## src/design/ecwt_pkg.sv

```systemverilog
// Shared types, constants and codes of the erase count wear tracker.
`default_nettype none
package ecwt_pkg;

    // Field widths.
    localparam int ADDR_W     = 20;
    localparam int DEV_W      = 5;
    localparam int CNT_W      = 32;
    localparam int THR_W      = 16;
    localparam int CFG_IDX_W  = 3;
    localparam int CFG_DATA_W = 32;
    localparam int MAP_W      = 32;
    localparam int S_TDATA_W  = 24;
    localparam int M_TDATA_W  = 176;

    // Parameter defaults.
    localparam int BLOCKS_DEF         = 4096;
    localparam int SEGS_PER_BLOCK_DEF = 256;
    localparam int DEVICES_DEF        = 32;
    localparam int WRAP_DEVICE_DEF    = 4;

    // Register reset values.
    localparam logic [THR_W-1:0] THRESHOLD_RST = 16'd16;
    localparam logic [DEV_W-1:0] DEVICE_RST    = 5'd0;
    localparam logic [MAP_W-1:0] BAD_MAP_RST   = 32'h0000_FFCF;
    localparam logic [CNT_W-1:0] MAX_RST       = 32'd0;
    localparam logic [CNT_W-1:0] TOTAL_RST     = 32'd0;
    localparam logic [CNT_W-1:0] SEQUENCE_RST  = 32'd1;

    typedef enum logic [CFG_IDX_W-1:0] {
        CFG_FLUSH_THRESHOLD = 3'd0,
        CFG_START_DEVICE    = 3'd1,
        CFG_START_BAD_MAP   = 3'd2,
        CFG_START_MAX       = 3'd3,
        CFG_START_TOTAL     = 3'd4,
        CFG_START_SEQUENCE  = 3'd5
    } cfg_idx_t;

    typedef enum logic [2:0] {
        ST_CLEAR,
        ST_IDLE,
        ST_READ,
        ST_UPDATE,
        ST_COMPLETE,
        ST_FLUSH,
        ST_OUTPUT
    } state_t;

    typedef struct packed {
        logic accept;
        logic clear;
        logic read;
        logic update;
        logic complete;
        logic flush;
        logic out_load;
    } cmd_t;

    typedef struct packed {
        logic clear_last;
        logic write_ok;
        logic out_free;
    } stat_t;

endpackage
`default_nettype wire

```

## src/design/ecwt_ctrl.sv

```systemverilog
// Sequencer of the wear tracker: clearing pass, erase and flush completion steps.
`default_nettype none
module ecwt_ctrl
    import ecwt_pkg::*;
(
    input  wire logic aclk,
    input  wire logic aresetn,
    input  wire logic s_tvalid,
    input  wire logic req_type,
    output logic      s_tready,
    input  wire stat_t stat,
    output cmd_t      cmd
);

    state_t state_reg;
    state_t state_next;

    always_ff @(posedge aclk) begin
        if (!aresetn) begin
            state_reg <= ST_CLEAR;
        end else begin
            state_reg <= state_next;
        end
    end

    always_comb begin
        state_next = state_reg;
        cmd        = '0;
        s_tready   = 1'b0;
        case (state_reg)
            ST_CLEAR: begin
                cmd.clear = 1'b1;
                if (stat.clear_last) begin
                    state_next = ST_IDLE;
                end
            end
            ST_IDLE: begin
                s_tready = 1'b1;
                if (s_tvalid) begin
                    cmd.accept = 1'b1;
                    state_next = req_type ? ST_COMPLETE : ST_READ;
                end
            end
            ST_READ: begin
                cmd.read   = 1'b1;
                state_next = ST_UPDATE;
            end
            ST_UPDATE: begin
                cmd.update = 1'b1;
                state_next = ST_OUTPUT;
            end
            ST_COMPLETE: begin
                cmd.complete = 1'b1;
                state_next   = stat.write_ok ? ST_OUTPUT : ST_FLUSH;
            end
            ST_FLUSH: begin
                cmd.flush  = 1'b1;
                state_next = ST_OUTPUT;
            end
            ST_OUTPUT: begin
                if (stat.out_free) begin
                    cmd.out_load = 1'b1;
                    state_next   = ST_IDLE;
                end
            end
            default: begin
                state_next = ST_IDLE;
            end
        endcase
    end

    erase_path_len: assert property (@(posedge aclk) disable iff (!aresetn)
        (s_tvalid && s_tready && !req_type) |=>
            (state_reg == ST_READ) ##1 (state_reg == ST_UPDATE) ##1 (state_reg == ST_OUTPUT))
        else $error("erase transaction did not run read, update, output");

    no_accept_in_clear: assert property (@(posedge aclk) disable iff (!aresetn)
        (state_reg == ST_CLEAR && !stat.clear_last) |=> !s_tready)
        else $error("input accepted before the clearing pass ended");

endmodule
`default_nettype wire

```

## config.mk

```make
export PLATFORM = sky130hd
export DESIGN_NAME = ecwt_ctrl
export DESIGN_NICKNAME = d
export VERILOG_FILES = /design/src/design/ecwt_pkg.sv /design/src/design/ecwt_ctrl.sv
export SDC_FILE = /design/constraint.sdc
export NUM_CORES = 1
export LEC_CHECK = 0
export BUFFER_PORTS_ARGS = -buffer_cell sky130_fd_sc_hd__buf_2
export CAP_MARGIN = 20
export CORE_AREA = 3 3 40 42
export CTS_CLUSTER_DIAMETER = 100
export DETAILED_ROUTE_END_ITERATION = 16
export DIE_AREA = 0 0 43 45
export GPL_TIMING_DRIVEN = 0
export PLACE_DENSITY = 0.48
export SYNTH_ARGS = -nofsm -noshare
export SYNTH_HDL_FRONTEND = slang
export SYNTH_SLANG_ARGS = --single-unit
```

## constraint.sdc

```tcl
create_clock -name aclk -period 1.49 [get_ports aclk]
set_input_delay 0 -clock aclk [delete_from_list [all_inputs] [get_ports aclk]]
set_output_delay 0 -clock aclk [all_outputs]
set_load 0.03 [all_outputs]
```

Yosys cells after proc, flatten, opt, wreduce, memory -nomap -nowiden
Index checks and enable logic that the tools add are counted.
- reductions and logical operators: 3
- equality and inequality tests: 9
- mux-type cells: 16
- operators by type and width (kind ; count):
    3-bit one-hot mux with 6 select lines ; 1
    3-bit two-way mux ; 4
    1-bit two-way mux ; 10
    3-bit equality test (second input constant) ; 3
    3-bit by 2-bit equality test with 1-bit output (second input constant) ; 2
    2-bit != test (second input constant) ; 3
    3-bit by 1-bit equality test with 1-bit output (second input constant) ; 1
    3-bit zero test ; 1
    3-bit AND reduction ; 1
    2-bit two-way mux ; 1
    2-bit OR reduction ; 1
- word-level logic and storage cells: 29
- flip-flop bits (word level): 3
- output and inout port bits: 8
- input bits: 7

Logic depth before layout (Yosys ltp)
- word-level depth: 3
- mapped depth: 4
- depth with buffers taken out: 3

Worst setup path after synthesis
OpenSTA, ideal clock, no wires.
- path kind: reg2out
- from: reg state_reg[2]
- to: out cmd[0] in the netlist's numbering
- cell stages (with the launch flop): 4
- required time: 1.490 ns
- buffers on the path: 1
- setup slack: 0.129 ns
- arrival: 1.361 ns
- path through: dfxtp_1 > buf_2 > nand2_1 > nor3b_1
- RTL lines (item ; line ; RTL):
    from (decl) ; ecwt_ctrl.sv:15 ; state_t state_reg;
    from (signal assigned) ; ecwt_ctrl.sv:22 ; state_reg <= state_next;
    to (decl) ; ecwt_ctrl.sv:12 ; output cmd_t cmd

==> results list <==
- Run status: complete, no violations
- Post-Synthesis Mean Instance Area: 7.78 µm²
- Post-place instance area: 338 µm²
- Insertion delay to the later sink of the worst-skew pair: 0.23 ns
* CP Buf/Inv Count: 2
- In this run the count of I/O pins placed on the die edge is 15.
- Fraction of synthesized cell area taken by the top area cell type: 0.241
- Among cell families on the critical path, the largest total delay comes from buffers and inverters.
* Number of maximum-capacitance violations: 0
* Number of buffers inserted for hold repair after clock tree synthesis: 0
- Fraction of synthesis flops using an asynchronous set or reset pin: 0
- Wire length of the first global-routing pass: 1010 µm
* Remaining Overflow, GRT: 0
* Launch point of the worst hold path: aresetn
* Post-synth design cell area: 249 µm²
* Initial Utilization: 0.194
- Residual DRC count: 0
* Number of global-route vias before repair: 254
- CTS H-tree depth: 1
- Among the stages of the critical path, the cell type that occurs most often is sky130_fd_sc_hd__buf_2.
- CP max stage delay: 0.33 ns
- Area growth syn-to-layout: 46.2%
- DIE WIDTH: 43 µm
- R2r endpoint: state_reg[0]$_SDFFE_PN0P_
- Number of enable-type register cells in the synthesized netlist: 0
- Fill cells: 155
- In the final layout, the share of cells above drive strength 1 is 0.500.
* Total via count in the routed design: 282
* Post-synthesis cell type count: 21
- Along the worst hold path, the cell count comes to 2.
* Period utilization: 0.916
- Post-CTS sizing: 0
* Sequential element share of the synthesized area: 0.241
* Critical path start-end classification: flip-flop to output pin
- The completed layout was analyzed and its total power is 412 µW.
* ANT cells: 0
- Measured against its own limit, the worst slew margin works out to 0.872.
- At the end of the flow the core is filled with cells to 0.283.
* Vertical extent of the die: 45 µm
- Entering global routing, the biggest net connects 11 pins.
- During synthesis, Yosys emitted a total of 0 warnings.
- After clock tree synthesis, the setup repair step added 0 buffers.
* Antenna viol nets, final: 0
* Worst setup skew after layout: 0.000204 ns
* Total Nets Final: 58
* Final critical-path required period: 1.36 ns
- Across every metal layer, demand over resource in global routing totals 0.0740.
* Detailed-router iteration count before antenna repair: 2
- Die ar.: 1940 µm²
- The synthesized design contains 3 register bits.
- Launching point of the worst reg2reg path: state_reg[0]$_SDFFE_PN0P_
* Hpwl dp: 486 µm
- Routability-driven placement finished with a final weighted congestion of 0.661.
* Number of placement rows: 13
- Hold violation total from the final report: 0
- Total count of max-transition violations in the final report: 0
- Setup repair after global routing missed its margin: no
- Core box area: 1280 µm²
- List of most frequent post-synthesis cells: sky130_fd_sc_hd__a21oi_1, sky130_fd_sc_hd__dfxtp_1, sky130_fd_sc_hd__nor2_1, sky130_fd_sc_hd__nor3_1, sky130_fd_sc_hd__nor3b_1
* Capture endpoint of the worst hold path: state_reg[2]$_SDFFE_PN0P_
- Buffer depth of the longest clock path: 2
- Net count after synthesis: 39
- Synthesis produced a netlist whose cell count is 32.
- The register with the most flip-flops in the layout has 3 of them.
- Final number of setup-violating endpoints: 0
* Number of buffers added on ports: 14
* Number of sinks handled by clock tree synthesis: 3
* Post-route cell area: 364 µm²
* Leak Pwr: 0.000174 µW
- At the pin with the least slew margin, the transition time is 0.192 ns.
- Cell depth of the worst flop-to-flop path: 4
* Slack of the worst reg-to-reg path: 0.30 ns
* Total negative setup slack: 0 ns
- Largest cells by area after synthesis: sky130_fd_sc_hd__dfxtp_1, sky130_fd_sc_hd__nor3b_1, sky130_fd_sc_hd__a21oi_1
- Among all flip-flop cells after synthesis, the most frequent one is sky130_fd_sc_hd__dfxtp_1.
- Number of vias per cell: 4.34
- Critical Path AT: 1.36 ns
* Sequence of cells on the critical path: buf_2 > nand2_1 > nor3b_1 > buf_2
- Worst min-delay path class: primary input to flip-flop
- At the worst endpoint, the required time is 1.49 ns.
* Initial antenna violation count: 0
* Worst setup timing slack at the placement stage: 0.304 ns
- Highest net fanout along the worst path: 10
* Final wirelength: 623 µm
- On the critical path, the stage with the largest delay is an instance of sky130_fd_sc_hd__dfxtp_1.
- Wirelength per Cell: 9.58 µm
* Worst VDD drop: 0.491 mV
- Counting the buffers created by CTS gives 3.
- Dividing total power by cell area gives a power density of 1130 nW/µm².
- Clock-pin slew of the registers on the worst-case setup and hold paths: 0.03 ns
* Nature of the critical path startpoint: flip-flop
* DR iter-0 viols: 7
- The biggest area contributor in the post-synthesis netlist is sky130_fd_sc_hd__dfxtp_1.
* Crit end category: output pin
- TritonCTS built the clock tree.
* Worst path setup slack after routing: 0.125 ns
- CTS placed an instance of sky130_fd_sc_hd__clkbuf_4 at the clock tree root.
- Timing would allow up to 0.733 GHz.
worst register-to-register path, delay by kind of cell, from the launching register on:
family / cells / cell delay [ns]
compound gates: 2 / 0.13
simple gates: 1 / 0.52
buf+inv: 1 / 0.13
flops: 1 / 0.30
cells by family (layout without fill, tap and decap cells):
kind of cell    after synthesis  count (layout)  synth area share
buf+inv                       4              22             0.111
simple gates                 16              16             0.387
flops                         3               3             0.241
compound gates                9               9             0.261
cell usage in the layout (no fill, tap or decap), types with 2 or more instances in the layout:
cell,instances
sky130_fd_sc_hd__buf_2,15
sky130_fd_sc_hd__nor2_1,3
sky130_fd_sc_hd__nor3_1,3
sky130_fd_sc_hd__nor3b_1,3
sky130_fd_sc_hd__a21oi_1,3
sky130_fd_sc_hd__clkbuf_4,3
sky130_fd_sc_hd__dfxtp_1,3
sky130_fd_sc_hd__and2_1,2
worst max path at each step:
stage / start / end / slack (ns) / depth (start not counted)
4_1_cts: state_reg[2]$_SDFFE_PN0P_ / cmd[0] / 0.13 / 4
3_5_place_dp: state_reg[0]$_SDFFE_PN0P_ / state_reg[0]$_SDFFE_PN0P_ / 0.30 / 4
3_3_place_gp: state_reg[0]$_SDFFE_PN0P_ / state_reg[0]$_SDFFE_PN0P_ / 0.30 / 4
2_1_floorplan: state_reg[2]$_SDFFE_PN0P_ / cmd[0] / 0.13 / 3
5_1_grt: state_reg[2]$_SDFFE_PN0P_ / cmd[0] / 0.0008 / 4
6_report: state_reg[2]$_SDFFE_PN0P_ / cmd[0] / 0.13 / 4
metal layers:
| layer | track usage | share of wire | vias to the layer above |
|---|---|---|---|
| met3 | 0.0598 | 0.064 | 0 |
| li1 | - | - | 154 |
| met1 | 0.0911 | 0.49 | 122 |
| met4 | 0.0181 | 0 | 0 |
| met2 | 0.0988 | 0.44 | 6 |
| met5 | 0 | 0 | - |
report_power, final:
group | internal (µW) | switching [µW]
Clock | 100 | 37.9
Sequential | 91.0 | 4.70
Combinational | 69.1 | 109
layout make-up:
type	instances	area, µm²	share of cell area
buffer	3	23.8	0.0653
clock buffer	4	26.3	0.0722
inverter	1	3.75	0.0103
multi-input combinational	25	161	0.443
sequential	3	60.1	0.165
tap	15	18.8	0.0515
timing repair buffer	14	70.1	0.192
stage by stage:
stage                     cells  hold WS, ns
after floorplan              32        0.122
after global placement       61        0.260
after detailed placement     61        0.265
after CTS                    65       0.0222
after global routing         65       0.0345
final                        65       0.0287
Power figures use the tool's default switching activity.
